**src/hdl/utf8v_pkg.sv**
```systemverilog
// Shared types, constants and helpers for the UTF-8 stream validator.
package utf8v_pkg;

   // Width of the code point being assembled
   localparam int unsigned CodeWidth    = 21;

   // Byte order mark
   localparam logic [7:0] MARK_BYTE0 = 8'hEF;
   localparam logic [7:0] MARK_BYTE1 = 8'hBB;
   localparam logic [7:0] MARK_BYTE2 = 8'hBF;

   // Sequence classes
   localparam logic [1:0] SEQ_TWO   = 2'd0;
   localparam logic [1:0] SEQ_THREE = 2'd1;
   localparam logic [1:0] SEQ_FOUR  = 2'd2;

   // Code point limits
   localparam logic [CodeWidth-1:0] MIN_TWO       = 21'h00080;
   localparam logic [CodeWidth-1:0] MIN_THREE     = 21'h00800;
   localparam logic [CodeWidth-1:0] MIN_FOUR      = 21'h10000;
   localparam logic [CodeWidth-1:0] SURR_LOW      = 21'h0D800;
   localparam logic [CodeWidth-1:0] SURR_HIGH     = 21'h0DFFF;
   localparam logic [CodeWidth-1:0] MAX_CODEPOINT = 21'h10FFFF;

   // Decoder and mark-check state carried from byte to byte
   typedef struct packed {
      logic [1:0]           pending_count;
      logic [CodeWidth-1:0] code_accum;
      logic [1:0]           seq_class;
      logic                 error_sticky;
      logic [1:0]           header_count;
      logic                 mark_match;
   } state_type;

   localparam state_type STATE_RESET = '{
      pending_count: 2'd0,
      code_accum:    '0,
      seq_class:     SEQ_TWO,
      error_sticky:  1'b0,
      header_count:  2'd0,
      mark_match:    1'b1
   };

   // Result of one byte
   typedef struct packed {
      logic no_error_yet;
      logic utf8_verdict;
      logic end_of_stream;
   } result_type;

   // Expected mark byte at a given stream position
   function automatic logic [7:0] mark_byte(input logic [1:0] pos);
      logic [7:0] val;
      case (pos)
         2'd0:    val = MARK_BYTE0;
         2'd1:    val = MARK_BYTE1;
         default: val = MARK_BYTE2;
      endcase
      return val;
   endfunction

   // Smallest code point allowed for a sequence class
   function automatic logic [CodeWidth-1:0] min_code(input logic [1:0] cls);
      logic [CodeWidth-1:0] val;
      case (cls)
         SEQ_TWO:   val = MIN_TWO;
         SEQ_THREE: val = MIN_THREE;
         default:   val = MIN_FOUR;
      endcase
      return val;
   endfunction

endpackage

```
**src/hdl/utf8_stream_validator.sv**
```systemverilog
// Top level of the UTF-8 stream validator: request register, state and response register.
//
// Usage:
//   Request channel (req_*): one raw byte per request in req_tdata, with req_tlast
//   marking the final byte of a stream. A stream holds at least one byte.
//   Response channel (rsp_*): one response per request, in order. rsp_tdata bit 0
//   is the error-free-so-far flag, bit 1 the verdict (1 UTF-8, 0 Windows-1252),
//   valid only when rsp_tlast echoes the end of the stream.
//   A request accepted at a clock edge is loaded into the request register, then
//   moves into the response register once that register has room, and its
//   response is then shown on rsp_tvalid.
//   Throughput: one byte per cycle unless rsp_tready stalls, set by the single
//   per-byte step between the request and response registers, which also updates the state.
//   Reset: synchronous, active high; empties both registers and returns the
//   decoder and mark check to the start of a stream.
//   Stall: while rsp_tready is low the response holds, the pending request stays
//   in the request register, and req_tready falls once both are full.
module utf8_stream_validator (
   input  logic       clock,
   input  logic       reset,
   input  logic       req_tvalid,
   output logic       req_tready,
   input  logic [7:0] req_tdata,   // [7:0] data_byte
   input  logic       req_tlast,   // last_byte
   output logic       rsp_tvalid,
   input  logic       rsp_tready,
   output logic [7:0] rsp_tdata,   // [0] no_error_yet, [1] utf8_verdict, [7:2] zero
   output logic       rsp_tlast    // end_of_stream
);
   import utf8v_pkg::*;

   logic       in_valid_ff, in_valid_in;
   logic [7:0] in_byte_ff;
   logic       in_last_ff;
   logic       out_valid_ff, out_valid_in;
   result_type out_res_ff;
   state_type  state_ff, state_in;
   result_type step_res;
   logic       advance;
   logic       req_take;

   // Move the held request into the response register when it has room
   assign advance  = in_valid_ff && (!out_valid_ff || rsp_tready);
   assign req_tready = !in_valid_ff || advance;
   assign req_take = req_tvalid && req_tready;

   utf8v_step u_step (
      .state_cur (state_ff),
      .data_byte (in_byte_ff),
      .last_byte (in_last_ff),
      .state_nxt (state_in),
      .result    (step_res)
   );

   assign in_valid_in  = req_take || (in_valid_ff && !advance);
   assign out_valid_in = advance || (out_valid_ff && !rsp_tready);

   // Control and state registers
   always_ff @(posedge clock) begin
      if (reset) begin
         in_valid_ff  <= 1'b0;
         out_valid_ff <= 1'b0;
         state_ff     <= STATE_RESET;
      end else begin
         in_valid_ff  <= in_valid_in;
         out_valid_ff <= out_valid_in;
         if (advance) begin
            state_ff <= state_in;
         end
      end
   end

   // Payload registers
   always_ff @(posedge clock) begin
      if (req_take) begin
         in_byte_ff <= req_tdata;
         in_last_ff <= req_tlast;
      end
      if (advance) begin
         out_res_ff <= step_res;
      end
   end

   assign rsp_tvalid = out_valid_ff;
   assign rsp_tdata  = {6'd0, out_res_ff.utf8_verdict, out_res_ff.no_error_yet};
   assign rsp_tlast  = out_res_ff.end_of_stream;

   // The verdict is only ever raised on the last byte
   a_verdict_on_last: assert property (@(posedge clock) disable iff (reset)
      (rsp_tvalid && rsp_tdata[1]) |-> rsp_tlast)
      else $error("verdict set on a byte that does not end the stream");

   // The last byte of a stream returns the state to its start value
   a_state_clear: assert property (@(posedge clock) disable iff (reset)
      (advance && in_last_ff) |=> (state_ff == STATE_RESET))
      else $error("state not cleared after end of stream");

   // An error stays raised until the stream ends
   a_error_sticky: assert property (@(posedge clock) disable iff (reset)
      (state_ff.error_sticky && !(advance && in_last_ff)) |=> state_ff.error_sticky)
      else $error("error flag dropped inside a stream");

   // A response reporting no error never follows an erroring state in the same stream
   a_error_reported: assert property (@(posedge clock) disable iff (reset)
      (advance && state_ff.error_sticky) |=> (out_valid_ff && !out_res_ff.no_error_yet))
      else $error("error not reported on response");

endmodule

```
**src/hdl/utf8v_step.sv**
```systemverilog
// Per-byte decode, mark check and verdict logic of the UTF-8 validator.
module utf8v_step (
   input  utf8v_pkg::state_type  state_cur,
   input  logic [7:0]            data_byte,
   input  logic                  last_byte,
   output utf8v_pkg::state_type  state_nxt,
   output utf8v_pkg::result_type result
);
   import utf8v_pkg::*;

   state_type            st;
   logic [CodeWidth-1:0] cp;
   logic                 has_mark;

   always_comb begin
      st = state_cur;
      cp = '0;

      // Track the byte order mark over the first three bytes
      if (st.header_count != 2'd3) begin
         if (data_byte != mark_byte(st.header_count)) begin
            st.mark_match = 1'b0;
         end
         st.header_count = st.header_count + 2'd1;
      end

      // Decode while no error has been seen
      if (!st.error_sticky) begin
         if (st.pending_count == 2'd0) begin
            if (data_byte[7] == 1'b0) begin
               // plain ASCII: nothing to do
            end else if (data_byte[7:5] == 3'b110) begin
               st.pending_count = 2'd1;
               st.code_accum    = {16'd0, data_byte[4:0]};
               st.seq_class     = SEQ_TWO;
            end else if (data_byte[7:4] == 4'b1110) begin
               st.pending_count = 2'd2;
               st.code_accum    = {17'd0, data_byte[3:0]};
               st.seq_class     = SEQ_THREE;
            end else if (data_byte[7:3] == 5'b11110) begin
               st.pending_count = 2'd3;
               st.code_accum    = {18'd0, data_byte[2:0]};
               st.seq_class     = SEQ_FOUR;
            end else begin
               st.error_sticky = 1'b1;
            end
         end else if (data_byte[7:6] != 2'b10) begin
            // bad continuation byte
            st.error_sticky  = 1'b1;
            st.pending_count = 2'd0;
         end else begin
            cp               = {st.code_accum[CodeWidth-7:0], data_byte[5:0]};
            st.code_accum    = cp;
            st.pending_count = st.pending_count - 2'd1;
            // Check overlong, surrogate and range at sequence end
            if (st.pending_count == 2'd0) begin
               if ((cp < min_code(st.seq_class)) ||
                   ((cp >= SURR_LOW) && (cp <= SURR_HIGH)) ||
                   (cp > MAX_CODEPOINT)) begin
                  st.error_sticky = 1'b1;
               end
            end
         end
      end

      // A stream may not end inside a sequence
      if (last_byte && (st.pending_count != 2'd0)) begin
         st.error_sticky = 1'b1;
      end

      has_mark = (st.header_count == 2'd3) && st.mark_match;

      result.no_error_yet  = !st.error_sticky;
      result.utf8_verdict  = last_byte && (has_mark || !st.error_sticky);
      result.end_of_stream = last_byte;

      // Start a fresh stream after the last byte
      state_nxt = last_byte ? STATE_RESET : st;
   end

endmodule

```
**config.mk**
```make
export PLATFORM = sky130hd
export DESIGN_NAME = utf8_stream_validator
export DESIGN_NICKNAME = d
export VERILOG_FILES = /design/src/hdl/utf8v_pkg.sv /design/src/hdl/utf8_stream_validator.sv /design/src/hdl/utf8v_step.sv
export SDC_FILE = /design/constraint.sdc
export NUM_CORES = 1
export LEC_CHECK = 0
export BUFFER_PORTS_ARGS = -buffer_cell sky130_fd_sc_hd__buf_2
export CAP_MARGIN = 20
export CORE_MARGIN = 8
export CORE_UTILIZATION = 35
export CTS_CLUSTER_SIZE = 12
export DETAILED_ROUTE_END_ITERATION = 10
export GPL_TIMING_DRIVEN = 0
export PLACE_DENSITY = 0.61
export SLEW_MARGIN = 20
export SYNTH_ARGS = -nofsm -noshare
export SYNTH_HDL_FRONTEND = slang
export SYNTH_SLANG_ARGS = --single-unit
```
**constraint.sdc**
```tcl
create_clock -name clock -period 3.5 [get_ports clock]
set_input_delay 1.05 -clock clock [delete_from_list [all_inputs] [get_ports clock]]
set_output_delay 1.05 -clock clock [all_outputs]
set_load 0.05 [all_outputs]
```
After elaboration in Yosys (flattened, before gate mapping). Cells that the tools add are included. Widths: inputs -> output; s select.

Bits in registers: 37. Input bits: 13. Word-level logic and storage cells: 89. Output and inout port bits: 11.

Magnitude comparators: 4. Mux-type cells: 27. Add/subtract/negate cells: 2. Reduce and logical (&&, ||, !) cells: 30. Equal/unequal tests: 13.

Operators by type and width (number): $mux 21 (5); $mux 25 (3); $mux 26 (2); $pmux 17 s2 (1); $mux 29 (1); $mux 23 (1); $ge 21x16->1 const B (1); $gt 21x21->1 const B (1); $le 21x16->1 const B (1); $lt 21x21->1 (1); $pmux 7 s2 (1); $reduce_and 5->1 (2); $mux 1 (9); $logic_and 1x1->1 (8); $logic_not 2->1 (4); $mux 8 (1); $ne 8x8->1 (1); $logic_or 1x1->1 (7); $ne 2x2->1 const B (3); $reduce_bool 2->1 (3); $eq 5x5->1 const B (1); $logic_not 1->1 (5); $ne 5x5->1 const B (1); $eq 2x1->1 const B (2); 10 further kinds (11).

Depth between registers and ports, before layout.
Depth in word-level cells: 20. Mapped depth: 9. Depth with buffers taken out: 7.

By module. Synthesis repeated with hierarchy kept, for this count alone.

Cells, all modules: 296. Area, all modules: 2683.8 µm².

By module, submodules not included: utf8_stream_validator (cells an instance 155, instances 1, seq. area each 980.9 µm², area an instance 1819.2 µm²); utf8v_step (cells an instance 141, instances 1, seq. area each 0.0 µm², area an instance 864.6 µm²).

Least setup slack after synthesis. OpenSTA, ideal clock, no wires.

Path kind: input port to output port. From: input port rsp_tready. To: output port req_tready. Stages on the path: 2. Data arrival time: 1.528 ns. Required time: 2.450 ns. Buffers on the path: 0. Setup slack: 0.922 ns. Cell sequence: nor2b_1 nand2_1.

Cells in the longest elaborated chain, start to end: 3.

RTL lines: start, declared (RTL line utf8_stream_validator.sv:26) `input logic rsp_tready,`; $logic_or 1x1->1 (RTL line utf8_stream_validator.sv:43) `assign advance = in_valid_ff && (!out_valid_ff || rsp_tready);`; $logic_and 1x1->1 (RTL line utf8_stream_validator.sv:43); $logic_or 1x1->1 (RTL line utf8_stream_validator.sv:44) `assign req_tready = !in_valid_ff || advance;`; end, declared (RTL line utf8_stream_validator.sv:22) `output logic req_tready,`.

Every way passes these cells.

Worst setup path in the final report. Same ends and word-level chain as after synthesis.

==> impl_metrics.py <==
metrics = {
    "run_status": {
        "status": "completed",
    },
    "clock_network": {
        "clk_pin_slew_ps": 80,
        "clock_latency_ps": 300,
        "post_cts_resized": 0,
        "clockRootBuffer": "clkbuf_8",
        "cts_made_buffers": 5,
        "clock_path_buffers": 2,
        "cts_tree": "done",
        "cts_setup_buffers": 0,
        "clock-sinks": 37,
        "cts_max_level": 2,
        "postCtsHoldBufs": 0,
    },
    "die": {
        "core_mm2": 0.00501,
        "rows": 26,
        "die_w_um": 87.4,
        "die_y_um": 87.4,
        "ios": 24,
        "dieArea_mm2": 0.00764,
        "start_util": 0.356,
    },
    "run": {
        "drv_cap": 0,
    },
    "sta": {
        "hold_viol": 0,
        "setup_violations": 0,
        "max_slew.worst_pin.slew_ps": 538,
        "rsz0062_at_grt": "no",
        "max_freq_mhz": 370,
        "setup_slack_ps": 797,
        "finalCritPeriodShare": 0.772,
        "setup-tns-final_ps": 0,
        "skew_ps": 12.2,
        "slew_headroom": 0.640,
        "timing.final.max_slew_violations": 0,
        "final.min_clock_period_ps": 2700,
    },
    "yosys": {
        "synth_largest_area_cell": "dfxtp_1",
        "netlist.area_leader.share": 0.281,
        "yosys_warnings": 0,
        "synth_cells": 198,
        "synth-edff-count": 12,
        "yosysMostFrequentCell": "nand2_1",
        "synthDistinctLibCells": 46,
        "syn-mean-instance-area_um2": 9.01,
        "synth.top_cells.by_area": "dfxtp_1 28%, edfxtp_1 20%, a21oi_1 7.0%",
        "seq_area_frac_synth": 0.482,
        "synthFlopType": "dfxtp_1",
        "ys_seq_elements": 37,
        "async_reset_ff_frac": 0,
        "synth_common_cells": "26 x nand2_1, 25 x a21oi_1, 25 x dfxtp_1, 23 x o21ai_0",
        "syn_area_mm2": 0.00178,
    },
    "route": {
        "wl_per_cell_um": 13.7,
        "viasPerCell": 5.00,
        "wirelength_um": 4100,
        "drc": 0,
        "initialDrtViolationCount": 63,
        "vias": 1490,
        "ant_nets": 0,
        "drt_first_pass_iters": 4,
    },
    "hold_path": {
        "hold_path.class": "reg2reg",
    },
    "finish": {
        "area_delta_synth_final_pct": 16.1,
        "drive_gt1_frac": 0.162,
        "layout.nets": 244,
        "n_fill_cell": 546,
        "diodes": 0,
        "layout.cells.non_filler": 298,
    },
    "critical_path": {
        "cp_data_required_time_ps": 2450,
        "start_kind": "input pin",
        "endpoint_kind": "output port",
        "cp_max_fo": 3,
        "critical_path_class": "in2out",
        "crit_arrival_ps": 1650,
    },
    "power_and_ir_drop": {
        "power_density_mw_per_mm2": 425,
        "ir_worst_vdd_mv": 0.200,
        "cellLeakagePower_nw": 0.781,
    },
    "grt": {
        "grt_max_degree": 13,
        "overflow": 0,
        "grt_pass1_wl_um": 6960,
        "track_usage": 0.116,
        "grt_pass1_vias": 1468,
        "grt_antenna_before_repair": 0,
    },
    "placement": {
        "dp.cells": 290,
        "port-buffer-count": 17,
        "gp_congestion": 0.857,
        "hpwl_um": 3020,
        "dpl_worst_slack_ps": 806,
    },
}
-- cell usage in the layout (no fill, tap or decap), types with 2 or more instances in the layout --
cell / count
nand2_1: 26
a21oi_1: 25
dfxtp_1: 25
o21ai_0: 23
buf_2: 18
nor2_1: 12
edfxtp_1: 12
inv_1: 7
clkbuf_1: 6
buf_4: 6
conb_1: 6
clkbuf_8: 6
and3_1: 4
ha_1: 4
nand2b_1: 3
a211oi_1: 3
nand3_1: 3
nor2b_1: 2
and2_1: 2
nor4b_1: 2
nor3_1: 2
or4_1: 2
and4_1: 2
or3_1: 2
-- cell families after synthesis --
kind of cell	Yosys count	share of synthesized area
mux	1	0.00631
other cells	1	0.00210
simple gates	70	0.213
compound gates	63	0.203
flops	37	0.482
buf+inv	22	0.0645
fa+ha+maj	4	0.0281
-- path summary, 6_finish.rpt --
kind / startpoint / endpoint / slack (ps) / cells after the start
hold reg to reg: state_ff[6] / state_ff[12] / 450 / 2
setup / recovery: rsp_tready / req_tready / 800 / 4
setup reg to reg: state_ff[27] / rsp_tdata[1] / 1160 / 8
hold / removal: state_ff[6] / state_ff[12] / 450 / 2
-- sequential cells by signal (all words and copies together), names as in the netlist --
signal,flops
in_valid_ff,1
in_byte_ff,8
rsp_tvalid,1
rsp_tdata,2
state_ff,23
in_last_ff,1
rsp_tlast,1
-- final cells by class --
| cell class | count | area [µm²] | area share |
|---|---|---|---|
| inverters | 7 | 26.3 | 0.0127 |
| multi-input cells | 144 | 827 | 0.399 |
| repair buffers | 17 | 85.1 | 0.0411 |
| clock buffers | 6 | 82.6 | 0.0399 |
| flip-flops and latches | 37 | 861 | 0.415 |
| plain buffers | 15 | 88.8 | 0.0429 |
| clock inverters | 2 | 13.8 | 0.00664 |
| well taps | 70 | 87.6 | 0.0423 |
-- worst max-delay path, cell delays in order --
cell and delay [ps]:
buf_2 100, nor2b_1 190, nand2_1 90, buf_2 210
-- metal layers --
metal | wire length [µm] | part of all wire | GRT usage
met1 | 2010 | 0.49 | 0.150
met4 | 51 | 0.012 | 0.0375
met3 | 169 | 0.041 | 0.0340
met5 | 0 | 0 | 0
met2 | 1860 | 0.45 | 0.178
-- report_power, final --
group	switching, W	internal (W)	total, W
Sequential	0.0000104	0.000457	0.000467
Clock	0.000156	0.000160	0.000315
Combinational	0.0000677	0.0000311	0.0000988
Total	0.000234	0.000647	0.000881
-- per-stage QoR --
step / utilization / hold slack [ps] / total power (W) / cell area, µm²
after global routing: 0.414 / 471 / 0.000912 / 2070
after detailed placement: 0.394 / 450 / 0.000575 / 1980
after CTS: 0.414 / 453 / 0.000888 / 2070
after global placement: 0.394 / 439 / 0.000574 / 1980
final: 0.414 / 446 / 0.000881 / 2070
after floorplan: - / 428 / 0.000547 / 1800
Note: power is estimated with default switching activity, not from simulation.
